--- src/rtl/tpit_pkg.sv ---
// Shared types and constants for the trace packet IP/TNT parser.
`timescale 1ns / 1ps

package tpit_pkg;

  // IP-compression codes carried in bits 7..5 of an IP packet header.
  localparam logic [2:0] IPC_NONE    = 3'd0;
  localparam logic [2:0] IPC_UPD16   = 3'd1;
  localparam logic [2:0] IPC_UPD32   = 3'd2;
  localparam logic [2:0] IPC_SEXT48  = 3'd3;
  localparam logic [2:0] IPC_UPD48   = 3'd4;
  localparam logic [2:0] IPC_KEEP5   = 3'd5;
  localparam logic [2:0] IPC_FULL64  = 3'd6;
  localparam logic [2:0] IPC_KEEP7   = 3'd7;

  // Header bytes.
  localparam logic [7:0] BYTE_PAD    = 8'h00;
  localparam logic [7:0] BYTE_EXT    = 8'h02;
  localparam logic [7:0] BYTE_PSB    = 8'h82;
  localparam logic [7:0] BYTE_LTNT   = 8'hA3;
  localparam logic [7:0] BYTE_ODD_NO = 8'h99;

  // Low five bits of the IP packet opcodes.
  localparam logic [4:0] OP_TIP      = 5'h0D;
  localparam logic [4:0] OP_TIP_PGE  = 5'h11;
  localparam logic [4:0] OP_TIP_PGD  = 5'h01;
  localparam logic [4:0] OP_FUP      = 5'h1D;

  localparam logic [15:0] KERNEL_TOP = 16'hFFFF;

  localparam int unsigned QDEPTH = 2;

  // Command passed from the byte parser to the executor.
  typedef struct packed {
    logic        is_tnt;
    logic [2:0]  code;
    logic [63:0] value;
  } cmd_t;

  typedef struct packed {
    logic        kind;
    logic [63:0] ip;
    logic [46:0] bits;
    logic [5:0]  count;
  } res_t;

endpackage

--- src/rtl/tpit_front.sv ---
// Byte parser: walks the packet grammar and emits execute commands.
`timescale 1ns / 1ps

module tpit_front (
  input  logic              clk_i,
  input  logic              rst_ni,
  input  logic              take_i,
  input  logic [7:0]        trace_byte_i,
  input  logic              end_of_trace_i,
  output logic              cmd_valid_o,
  output tpit_pkg::cmd_t    cmd_o
);

  localparam logic [2:0] PH_IDLE = 3'd0;
  localparam logic [2:0] PH_EXT  = 3'd1;
  localparam logic [2:0] PH_PSB  = 3'd2;
  localparam logic [2:0] PH_IP   = 3'd3;
  localparam logic [2:0] PH_LTNT = 3'd4;

  logic [2:0]  phase_q, phase_d;
  logic [3:0]  left_q, left_d;
  logic [2:0]  code_q, code_d;
  logic [63:0] accum_q, accum_d;

  // Decode of the current byte as the first byte of a packet.
  logic           st_valid;
  tpit_pkg::cmd_t st_cmd;
  logic [2:0]     st_phase;
  logic [3:0]     st_left;
  logic [2:0]     st_code;
  logic [4:0]     op;
  logic           ipop;
  logic [2:0]     hdr_code;
  logic [3:0]     hdr_len;

  logic [3:0]     left_dec;
  logic [63:0]    shifted;
  logic [63:0]    ip_val;
  logic           ip_has_len;

  always_comb begin
    op       = trace_byte_i[4:0];
    ipop     = (op == tpit_pkg::OP_TIP) || (op == tpit_pkg::OP_FUP) ||
               (op == tpit_pkg::OP_TIP_PGE) || (op == tpit_pkg::OP_TIP_PGD);
    hdr_code = trace_byte_i[7:5];
    unique case (hdr_code)
      tpit_pkg::IPC_UPD16:  hdr_len = 4'd2;
      tpit_pkg::IPC_UPD32:  hdr_len = 4'd4;
      tpit_pkg::IPC_SEXT48,
      tpit_pkg::IPC_UPD48:  hdr_len = 4'd6;
      tpit_pkg::IPC_FULL64: hdr_len = 4'd8;
      default:              hdr_len = 4'd0;
    endcase

    st_valid = 1'b0;
    st_cmd   = '0;
    st_phase = PH_IDLE;
    st_left  = left_q;
    st_code  = code_q;
    if (trace_byte_i == tpit_pkg::BYTE_PAD) begin
      st_valid = 1'b0;
    end else if (trace_byte_i[0] && trace_byte_i != tpit_pkg::BYTE_ODD_NO && !ipop) begin
      st_valid        = 1'b1;
      st_cmd.is_tnt   = 1'b1;
      st_cmd.value    = {57'd0, trace_byte_i[7:1]};
    end else if (trace_byte_i == tpit_pkg::BYTE_EXT) begin
      st_phase = PH_EXT;
    end else if (ipop && hdr_code != tpit_pkg::IPC_NONE) begin
      if (hdr_len == 4'd0) begin
        // No payload follows: report the kept IP as it is.
        st_valid    = 1'b1;
        st_cmd.code = hdr_code;
      end else begin
        st_phase = PH_IP;
        st_left  = hdr_len;
        st_code  = hdr_code;
      end
    end
  end

  always_comb begin
    left_dec = (left_q != 4'd0) ? left_q - 4'd1 : 4'd0;
    shifted  = {trace_byte_i, accum_q[63:8]};
    case (code_q)
      tpit_pkg::IPC_UPD16:  ip_val = {48'd0, shifted[63:48]};
      tpit_pkg::IPC_UPD32:  ip_val = {32'd0, shifted[63:32]};
      tpit_pkg::IPC_SEXT48,
      tpit_pkg::IPC_UPD48:  ip_val = {16'd0, shifted[63:16]};
      tpit_pkg::IPC_FULL64: ip_val = shifted;
      default:              ip_val = '0;
    endcase
    ip_has_len = (code_q == tpit_pkg::IPC_UPD16) || (code_q == tpit_pkg::IPC_UPD32) ||
                 (code_q == tpit_pkg::IPC_SEXT48) || (code_q == tpit_pkg::IPC_UPD48) ||
                 (code_q == tpit_pkg::IPC_FULL64);
  end

  always_comb begin
    phase_d     = phase_q;
    left_d      = left_q;
    code_d      = code_q;
    accum_d     = accum_q;
    cmd_valid_o = 1'b0;
    cmd_o       = '0;
    if (take_i) begin
      unique case (phase_q)
        PH_EXT: begin
          if (trace_byte_i == tpit_pkg::BYTE_PSB) begin
            phase_d = PH_PSB;
            left_d  = 4'd14;
          end else if (trace_byte_i == tpit_pkg::BYTE_LTNT) begin
            phase_d = PH_LTNT;
            left_d  = 4'd6;
          end else begin
            // The lone 0x02 is dropped and this byte starts a new packet.
            phase_d     = st_phase;
            left_d      = st_left;
            code_d      = st_code;
            cmd_valid_o = st_valid;
            cmd_o       = st_cmd;
          end
        end
        PH_PSB: begin
          if (left_q <= 4'd1) begin
            phase_d = PH_IDLE;
          end
          left_d = left_dec;
        end
        PH_IP, PH_LTNT: begin
          accum_d = shifted;
          left_d  = left_dec;
          if (left_dec == 4'd0) begin
            phase_d = PH_IDLE;
            if (phase_q == PH_LTNT) begin
              cmd_valid_o  = 1'b1;
              cmd_o.is_tnt = 1'b1;
              cmd_o.value  = {16'd0, shifted[63:16]};
            end else if (ip_has_len) begin
              cmd_valid_o = 1'b1;
              cmd_o.code  = code_q;
              cmd_o.value = ip_val;
            end
          end
        end
        default: begin
          phase_d     = st_phase;
          left_d      = st_left;
          code_d      = st_code;
          cmd_valid_o = st_valid;
          cmd_o       = st_cmd;
        end
      endcase
      if (end_of_trace_i) begin
        phase_d = PH_IDLE;
        left_d  = 4'd0;
      end
    end
  end

  always_ff @(posedge clk_i or negedge rst_ni) begin
    if (!rst_ni) begin
      phase_q <= PH_IDLE;
      left_q  <= 4'd0;
      code_q  <= tpit_pkg::IPC_NONE;
    end else begin
      phase_q <= phase_d;
      left_q  <= left_d;
      code_q  <= code_d;
    end
  end

  always_ff @(posedge clk_i) begin
    accum_q <= accum_d;
  end

endmodule

--- src/rtl/tpit_cmd_queue.sv ---
// Two-entry command queue between the byte parser and the executor.
`timescale 1ns / 1ps

module tpit_cmd_queue (
  input  logic              clk_i,
  input  logic              rst_ni,
  input  logic              push_i,
  input  tpit_pkg::cmd_t    cmd_i,
  output logic              full_o,
  input  logic              pop_i,
  output logic              valid_o,
  output tpit_pkg::cmd_t    cmd_o
);

  tpit_pkg::cmd_t mem_q [tpit_pkg::QDEPTH];
  logic       wr_q, wr_d;
  logic       rd_q, rd_d;
  logic [1:0] cnt_q, cnt_d;

  assign full_o  = (cnt_q == 2'(tpit_pkg::QDEPTH));
  assign valid_o = (cnt_q != 2'd0);
  assign cmd_o   = mem_q[rd_q];

  always_comb begin
    wr_d  = push_i ? ~wr_q : wr_q;
    rd_d  = pop_i ? ~rd_q : rd_q;
    cnt_d = cnt_q;
    case ({push_i, pop_i})
      2'b10:   cnt_d = cnt_q + 2'd1;
      2'b01:   cnt_d = cnt_q - 2'd1;
      default: cnt_d = cnt_q;
    endcase
  end

  always_ff @(posedge clk_i or negedge rst_ni) begin
    if (!rst_ni) begin
      wr_q  <= 1'b0;
      rd_q  <= 1'b0;
      cnt_q <= 2'd0;
    end else begin
      wr_q  <= wr_d;
      rd_q  <= rd_d;
      cnt_q <= cnt_d;
    end
  end

  always_ff @(posedge clk_i) begin
    if (push_i) begin
      mem_q[wr_q] <= cmd_i;
    end
  end

endmodule

--- src/rtl/tpit_back.sv ---
// Executor: keeps the IP, unpacks TNT groups and buffers the results.
`timescale 1ns / 1ps

module tpit_back (
  input  logic              clk_i,
  input  logic              rst_ni,
  input  logic              cmd_valid_i,
  input  tpit_pkg::cmd_t    cmd_i,
  output logic              cmd_pop_o,
  input  logic              pop_i,
  output logic              empty_o,
  output tpit_pkg::res_t    res_o
);

  logic [63:0]    ip_q, ip_d;
  tpit_pkg::res_t mem_q [tpit_pkg::QDEPTH];
  logic           wr_q, rd_q;
  logic [1:0]     cnt_q, cnt_d;

  logic           take;
  logic           do_pop;
  logic           res_valid;
  tpit_pkg::res_t res;
  logic [63:0]    v;
  logic [5:0]     top;
  logic [46:0]    mask;

  assign take      = cmd_valid_i && (cnt_q != 2'(tpit_pkg::QDEPTH));
  assign cmd_pop_o = take;
  assign empty_o   = (cnt_q == 2'd0);
  assign do_pop    = pop_i && !empty_o;
  assign res_o     = mem_q[rd_q];
  assign v         = cmd_i.value;

  // Highest set stop bit among bits 47..1 of the TNT payload.
  always_comb begin
    top = 6'd0;
    for (int i = 1; i < 48; i++) begin
      if (v[i]) begin
        top = 6'(i);
      end
    end
    for (int i = 0; i < 47; i++) begin
      mask[i] = (6'(i) < top);
    end
  end

  always_comb begin
    ip_d = ip_q;
    if (!cmd_i.is_tnt) begin
      case (cmd_i.code)
        tpit_pkg::IPC_UPD16:  ip_d = {ip_q[63:16], v[15:0]};
        tpit_pkg::IPC_UPD32:  ip_d = {ip_q[63:32], v[31:0]};
        tpit_pkg::IPC_SEXT48: ip_d = {{16{v[47]}}, v[47:0]};
        tpit_pkg::IPC_UPD48:  ip_d = {ip_q[63:48], v[47:0]};
        tpit_pkg::IPC_FULL64: ip_d = v;
        default:              ip_d = ip_q;
      endcase
    end

    res = '0;
    if (cmd_i.is_tnt) begin
      res_valid = (top != 6'd0);
      res.kind  = 1'b1;
      res.bits  = v[46:0] & mask;
      res.count = top;
    end else begin
      res_valid = (ip_d[63:48] == tpit_pkg::KERNEL_TOP);
      res.kind  = 1'b0;
      res.ip    = ip_d;
    end
  end

  always_comb begin
    case ({take && res_valid, do_pop})
      2'b10:   cnt_d = cnt_q + 2'd1;
      2'b01:   cnt_d = cnt_q - 2'd1;
      default: cnt_d = cnt_q;
    endcase
  end

  always_ff @(posedge clk_i or negedge rst_ni) begin
    if (!rst_ni) begin
      ip_q  <= '0;
      wr_q  <= 1'b0;
      rd_q  <= 1'b0;
      cnt_q <= 2'd0;
    end else begin
      if (take) begin
        ip_q <= ip_d;
      end
      if (take && res_valid) begin
        wr_q <= ~wr_q;
      end
      if (do_pop) begin
        rd_q <= ~rd_q;
      end
      cnt_q <= cnt_d;
    end
  end

  always_ff @(posedge clk_i) begin
    if (take && res_valid) begin
      mem_q[wr_q] <= res;
    end
  end

endmodule

--- src/rtl/trace_packet_ip_tnt_parser.sv ---
// Top level of the trace packet IP/TNT parser.
`timescale 1ns / 1ps

// Takes one trace byte per clock cycle (push/full) and delivers IP updates in
// the kernel range and TNT outcome groups through a result queue (empty/pop).
// A byte parser classifies the packets and hands at most one command per
// finished packet through a two-entry queue to an executor that owns the
// 64-bit IP and a two-entry result queue. Sustained rate is one byte per
// cycle; full rises only when the result side backs up. Each command is
// registered in the command queue before its result enters the result queue.
module trace_packet_ip_tnt_parser (
  input  logic         clk_i,
  input  logic         rst_ni,
  input  logic         push,
  output logic         full,
  input  logic [7:0]   trace_byte_i,
  input  logic         end_of_trace_i,
  output logic         empty,
  input  logic         pop,
  output logic         result_kind_o,
  output logic [63:0]  ip_value_o,
  output logic [46:0]  outcome_bits_o,
  output logic [5:0]   outcome_count_o
);

  logic           take;
  logic           f_valid;
  tpit_pkg::cmd_t f_cmd;
  logic           q_valid;
  tpit_pkg::cmd_t q_cmd;
  logic           q_pop;
  tpit_pkg::res_t res;

  assign take = push && !full;

  tpit_front u_front (
    .clk_i          (clk_i),
    .rst_ni         (rst_ni),
    .take_i         (take),
    .trace_byte_i   (trace_byte_i),
    .end_of_trace_i (end_of_trace_i),
    .cmd_valid_o    (f_valid),
    .cmd_o          (f_cmd)
  );

  tpit_cmd_queue u_cmd_queue (
    .clk_i   (clk_i),
    .rst_ni  (rst_ni),
    .push_i  (f_valid),
    .cmd_i   (f_cmd),
    .full_o  (full),
    .pop_i   (q_pop),
    .valid_o (q_valid),
    .cmd_o   (q_cmd)
  );

  tpit_back u_back (
    .clk_i       (clk_i),
    .rst_ni      (rst_ni),
    .cmd_valid_i (q_valid),
    .cmd_i       (q_cmd),
    .cmd_pop_o   (q_pop),
    .pop_i       (pop),
    .empty_o     (empty),
    .res_o       (res)
  );

  assign result_kind_o   = res.kind;
  assign ip_value_o      = res.ip;
  assign outcome_bits_o  = res.bits;
  assign outcome_count_o = res.count;

endmodule

--- config.mk ---
export PLATFORM = sky130hd
export DESIGN_NAME = trace_packet_ip_tnt_parser
export DESIGN_NICKNAME = d
export VERILOG_FILES = /design/src/rtl/tpit_pkg.sv /design/src/rtl/tpit_front.sv /design/src/rtl/tpit_cmd_queue.sv /design/src/rtl/tpit_back.sv /design/src/rtl/trace_packet_ip_tnt_parser.sv
export SDC_FILE = /design/constraint.sdc
export NUM_CORES = 1
export LEC_CHECK = 0
export BUFFER_PORTS_ARGS = -buffer_cell sky130_fd_sc_hd__buf_4
export CELL_PAD_IN_SITES_DETAIL_PLACEMENT = 1
export CELL_PAD_IN_SITES_GLOBAL_PLACEMENT = 2
export CORE_ASPECT_RATIO = 0.6
export CORE_MARGIN = 2
export CORE_UTILIZATION = 30
export DETAILED_ROUTE_END_ITERATION = 6
export PLACE_DENSITY = 0.54
export SKIP_LAST_GASP = 1
export SYNTH_ARGS = -nofsm -noshare
export SYNTH_HDL_FRONTEND = slang
export SYNTH_HIERARCHICAL = 1
export SYNTH_SLANG_ARGS = --single-unit
--- constraint.sdc ---
create_clock -name clk_i -period 11.1 [get_ports clk_i]
set_clock_uncertainty 0.1 [all_clocks]
set_input_delay 2.22 -clock clk_i [delete_from_list [all_inputs] [get_ports clk_i]]
set_output_delay 2.22 -clock clk_i [all_outputs]
set_load 0.005 [all_outputs]
Word level (Yosys, flattened, before mapping)
Memories as Yosys holds them, arrays and structs flattened.
Cells that the tools add are included.
{"block": "classes", "bitwise": 6, "order_cmp": 48, "muxes": 118, "n_eq_ne": 38, "reduce_logical": 34, "add_sub_neg": 5}
{"operator": "two-way mux 68 bit", "n": 5}
{"operator": "one-hot mux 64 bit (5 select lines)", "n": 1}
{"operator": "two-way mux 6 bit", "n": 46}
{"operator": "one-hot mux 64 bit (4 select lines)", "n": 1}
{"operator": "one-hot mux 68 bit (3 select lines)", "n": 1}
{"operator": "two-way mux 64 bit", "n": 3}
{"operator": "less-than comparator 5 x 6 -> 1 bit (first input constant)", "n": 16}
{"operator": "less-than comparator 6 bit (first input constant)", "n": 15}
{"operator": "two-way mux 67 bit", "n": 1}
{"operator": "two-way mux 3 bit", "n": 21}
{"operator": "two-way mux 53 bit", "n": 1}
{"operator": "less-than comparator 4 x 6 -> 1 bit (first input constant)", "n": 8}
{"operator": "bitwise AND 47 bit", "n": 1}
{"operator": "two-way mux 4 bit", "n": 9}
{"operator": "equality test 3 x 2 -> 1 bit (second input constant)", "n": 8}
{"operator": "less-than comparator 3 x 6 -> 1 bit (first input constant)", "n": 4}
{"operator": "equality test 3 bit (second input constant)", "n": 7}
{"operator": "two-way mux 1 bit", "n": 20}
{"operator": "equality test 16 bit (second input constant)", "n": 1}
{"operator": "equality test 8 bit (second input constant)", "n": 2}
{"operator": "one-hot mux 4 bit (4 select lines)", "n": 1}
{"operator": "equality test 3 x 1 -> 1 bit (second input constant)", "n": 4}
{"operator": "less-than comparator 1 x 6 -> 1 bit (first input constant)", "n": 2}
{"operator": "less-than comparator 2 x 6 -> 1 bit (first input constant)", "n": 2}
{"operator": "other kinds (36)", "n": 69}
{"block": "word_totals", "mem_bits_rw": 372, "memories": 2, "reg_bits": 146, "output_inout_bits": 120}
{"memory": "u_back.mem_q", "depth": 2, "word_bits": 118, "rd": 1, "rd_clocked_by_memory_dff": 0, "write_ports": 1, "line": "tpit_back.sv:16", "rtl": "tpit_pkg::res_t mem_q [tpit_pkg::QDEPTH];"}
{"memory": "u_cmd_queue.mem_q", "depth": 2, "word_bits": 68, "rd": 1, "rd_clocked_by_memory_dff": 0, "write_ports": 1, "line": "tpit_cmd_queue.sv:15", "rtl": "tpit_pkg::cmd_t mem_q [tpit_pkg::QDEPTH];"}

Logic depth before layout (Yosys ltp)
An unclocked memory read counts as a cell.
{"block": "depth", "word_depth": 53, "ltp_mapped": 16, "mapped_depth_nobuf": 12}

Hierarchy
Netlist, hierarchy kept.
{"module": "tpit_back", "area_per_inst_um2": 13568.0, "n_inst": 1, "seq_area_each_um2": 8788.4, "cells_per_inst": 1018}
{"module": "tpit_cmd_queue", "area_per_inst_um2": 5136.2, "n_inst": 1, "seq_area_each_um2": 4184.0, "cells_per_inst": 228}
{"module": "tpit_front", "area_per_inst_um2": 4211.5, "n_inst": 1, "seq_area_each_um2": 1931.9, "cells_per_inst": 418}
{"module": "trace_packet_ip_tnt_parser", "area_per_inst_um2": 13.8, "n_inst": 1, "seq_area_each_um2": 0.0, "cells_per_inst": 1}

Least setup slack after synthesis
No wires, ideal clock.
{"block": "synth_path", "path_type": "register to register", "startpoint": "reg u_cmd_queue.rd_q", "endpoint": "mem u_back/mem_q[0][0] (netlist bit) (enable)", "arrival_time_ps": 8079, "path_stages_with_launch": 13, "setup_slack_ps": 2287, "t_required_ps": 10366, "setup_time_ps": 634, "path_cell_list": "dfrtp_1 -> buf_6 -> buf_6 -> buf_8 -> mux2_4 -> buf_2 -> nor4_1 -> nand2_1 -> a21oi_1 -> a21o_1 -> clkbuf_1 -> o311ai_2 -> a21oi_1"}
{"element": "from (decl)", "line": "tpit_cmd_queue.sv:17", "rtl": "logic rd_q, rd_d;"}
{"element": "from (signal assigned)", "line": "tpit_cmd_queue.sv:42", "rtl": "rd_q <= rd_d;"}
{"element": "to (decl)", "line": "tpit_back.sv:16"}

==> run metrics <==
Placed Area 0.0250 mm^2; R2R depth 11; leak pwr 9.40 nW; Cell Area, Synth 0.0229 mm^2; WL per Instance 25.6 um; Antenna Violating Nets Remaining 0; Min-Delay Path Class flop to flop; Die Area 0.0787 mm^2; clk slew on worst S/H paths 0.06 ns; gr usage total 18.1%; pin slew with the least headroom to its limit 1.14 ns; via count 14534; Max transition margin 23.9%; fin area 0.0267 mm^2; Async S/R FF share, synth 16.1%; TNS Setup 0 ns; DP Worst Slack 5.12 ns; vias in the first global route 15034; post-synthesis net count 1680; Port Buffers 132; max-cap viol count 0; PnR Total Power 7.48 mW; number of buffers created by CTS 52; Hold-fix buffers, CTS 0; Mean Syn Cell Area 13.8 um^2; Final Setup Violations 0; final net count 1785; post-layout util 35.3%; fmax 0.167 GHz; CP Class flop to flop; cell taking the most area after synthesis edfxtp_1; clk sinks 510; crit share post-route 54.0%; Final Wtd Congestion 0.830; first-pass iteration count of the detailed router 6; RSZ-0062 raised after global routing no; H-tree depth 2; drc violations 0; DR vias/cell 5.17; CTS tree yes; post-synthesis sequential area ratio 65.0%; WHS Path Cells 0; critical-path maximum fanout 61; Routed WL 71.9 mm; post-cts sizing count 0; Overflow after GRT 0; area delta synth->final 16.5%; largest net degree at the start of global routing 69; ys flop type edfxtp_1; Root Driver clkbuf_16; layout cell share with drive strength beyond 1 28.1%; ANT cells 0; crit end category flop; initial antenna violation count 2; most frequent cells in the layout 428 x edfxtp_1, 219 x mux2_2, 158 x buf_4, 138 x nand2_1, 116 x nor2_1; first-pass GRT wire length 105 mm; Chip Width 361 um; dpl hpwl 49.8 mm; Post-synth EDFFs 428; core area 0.0756 mm^2; Gate Count Post-Synth 1665; synth top area cells edfxtp_1 56%, mux2_2 11%, dfrtp_1 8.9%, a21oi_1 2.6%, nand2_1 2.3%; library cells used by synthesis 92; synth warn 6; Initial DRC Count 1173; Initial Util 30.3%; max-slew violations 0; crit path DAT 6.12 ns; P per Cell Area 280 mW/mm^2; # rows 78; setup bufs post-CTS 0; status complete, no violations; share of the synthesized area in the top cell type 56.1%; Seq cells post-synth 510; die height 218 um; Peak VDD IR 0.103 mV; largest buffer count on any clock path 3; commonest non-fill, non-tap cell in the layout edfxtp_1; worst-skew pair later-pin latency 0.61 ns; Worst EP required 11.22 ns; CP Launch Type flop; final worst slack 5.10 ns; fin crit period 6.00 ns; IO Count 133; Final Hold Viols 0
-- per-stage QoR --
step / hold WS, ns / cells
3_5_place_dp: 0.334 / 2716
3_3_place_gp: 0.325 / 2716
6_report: 0.347 / 2812
4_1_cts: 0.348 / 2812
2_1_floorplan: 0.317 / 1665
5_1_grt: 0.367 / 2812
-- cell usage after synthesis (all sizes together) (3+ instances only) --
| cell | number |
|---|---|
| a22o | 32 |
| a22oi | 33 |
| or2 | 6 |
| or4 | 9 |
| nand2 | 140 |
| mux2i | 16 |
| mux2 | 230 |
| and3b | 3 |
| a31oi | 4 |
| o311ai | 3 |
| o21bai | 4 |
| o21ai | 36 |
| nand2b | 12 |
| o21a | 4 |
| dfrtp | 82 |
| nor3b | 5 |
| a2bb2oi | 9 |
| buf | 37 |
| a21oi | 119 |
| a222oi | 7 |
| o311a | 5 |
| nor2 | 120 |
| o211ai | 6 |
| and2 | 26 |
| edfxtp | 428 |
| nor2b | 14 |
| nand3b | 28 |
| o22ai | 7 |
| xor2 | 6 |
| and3 | 9 |
| a211oi | 11 |
| nor3 | 21 |
| o31ai | 7 |
| inv | 25 |
| o32ai | 7 |
| nand3 | 10 |
| or3 | 4 |
| xnor2 | 7 |
| clkbuf | 70 |
| nand4 | 8 |
| a221o | 3 |
| nor4 | 18 |
-- worst max-delay path, cell delays in order (launching register included) --
cell      delay [ns]
dfrtp_2         0.49
buf_4           0.39
buf_4           0.55
mux2_2          0.52
nor4_1          0.58
nand2_1         0.13
a21oi_1         0.20
a21o_1          0.39
o311ai_2        0.33
a21oi_4         0.23
buf_4           0.67
buf_4           0.79
-- layer usage --
layer / routed length, um / up-vias / track usage (%) / share of wire (%)
met5: 0 / - / 0 / 0
met4: 930 / 0 / 3.32 / 1.3
met3: 4190 / 74 / 3.77 / 5.8
met2: 28400 / 364 / 24.6 / 40
met1: 38300 / 7551 / 29.3 / 53
li1: - / 6545 / - / -
-- power by group --
| part | internal (mW) | switching (mW) | total, mW | leakage [nW] |
|---|---|---|---|---|
| registers | 2.69 | 0.165 | 2.85 | 5.02 |
| logic | 1.13 | 1.67 | 2.79 | 3.53 |
| clock network | 1.08 | 0.752 | 1.83 | 0.848 |
-- cells by family after synthesis --
logic type                 count (synthesis)  share of synthesized area [%]
DFF                                      510                           65.0
and+or+nand+nor                          442                           10.2
muxes                                    246                           12.2
adders and majority gates                  2                          0.109
AOI/OAI and AO/OA                        318                           9.42
buffers and inverters                    134                           2.61
xor gates and xnor gates                  13                          0.497
-- registers in the layout, summed over array words and instances, names as in the netlist, 2 cells and up --
| signal | cells |
|---|---|
| u_front/phase_q | 3 |
| u_front/code_q | 3 |
| u_back/ip_q | 64 |
| u_cmd_queue/mem_q | 136 |
| u_front/accum_q | 56 |
| u_front/left_q | 4 |
| u_cmd_queue/cnt_q | 2 |
| u_back/cnt_q | 2 |
| u_back/mem_q | 236 |
-- cell type report --
class | instances | area, um^2
Clock buffer | 72 | 1430
Clock inverter | 24 | 322
Fill cell | 7807 | 48900
Inverter | 27 | 101
Multi-Input combinational cell | 1021 | 7510
Sequential cell | 510 | 14900
Tap cell | 1000 | 1250
Timing Repair Buffer | 158 | 1190
-- final timing paths --
| kind | from | end | slack, ns |
|---|---|---|---|
| hold / removal | u_front/accum_q[17]$_DFFE_PP_ | u_front/accum_q[9]$_DFFE_PP_ | 0.35 |
| setup reg to reg | u_cmd_queue/rd_q$_DFFE_PN0P_ | u_back/mem_q[0][61]$_DFFE_PP_ | 5.10 |
| hold reg to reg | u_front/accum_q[17]$_DFFE_PP_ | u_front/accum_q[9]$_DFFE_PP_ | 0.35 |
| setup / recovery | u_cmd_queue/rd_q$_DFFE_PN0P_ | u_back/mem_q[0][61]$_DFFE_PP_ | 5.10 |
| min in group asynchronous | rst_ni | u_front/phase_q[1]$_DFFE_PN0P_ | 1.51 |
| max in group asynchronous | rst_ni | u_back/rd_q$_DFFE_PN0P_ | 8.15 |
Note: power is estimated with default switching activity, not from simulation.
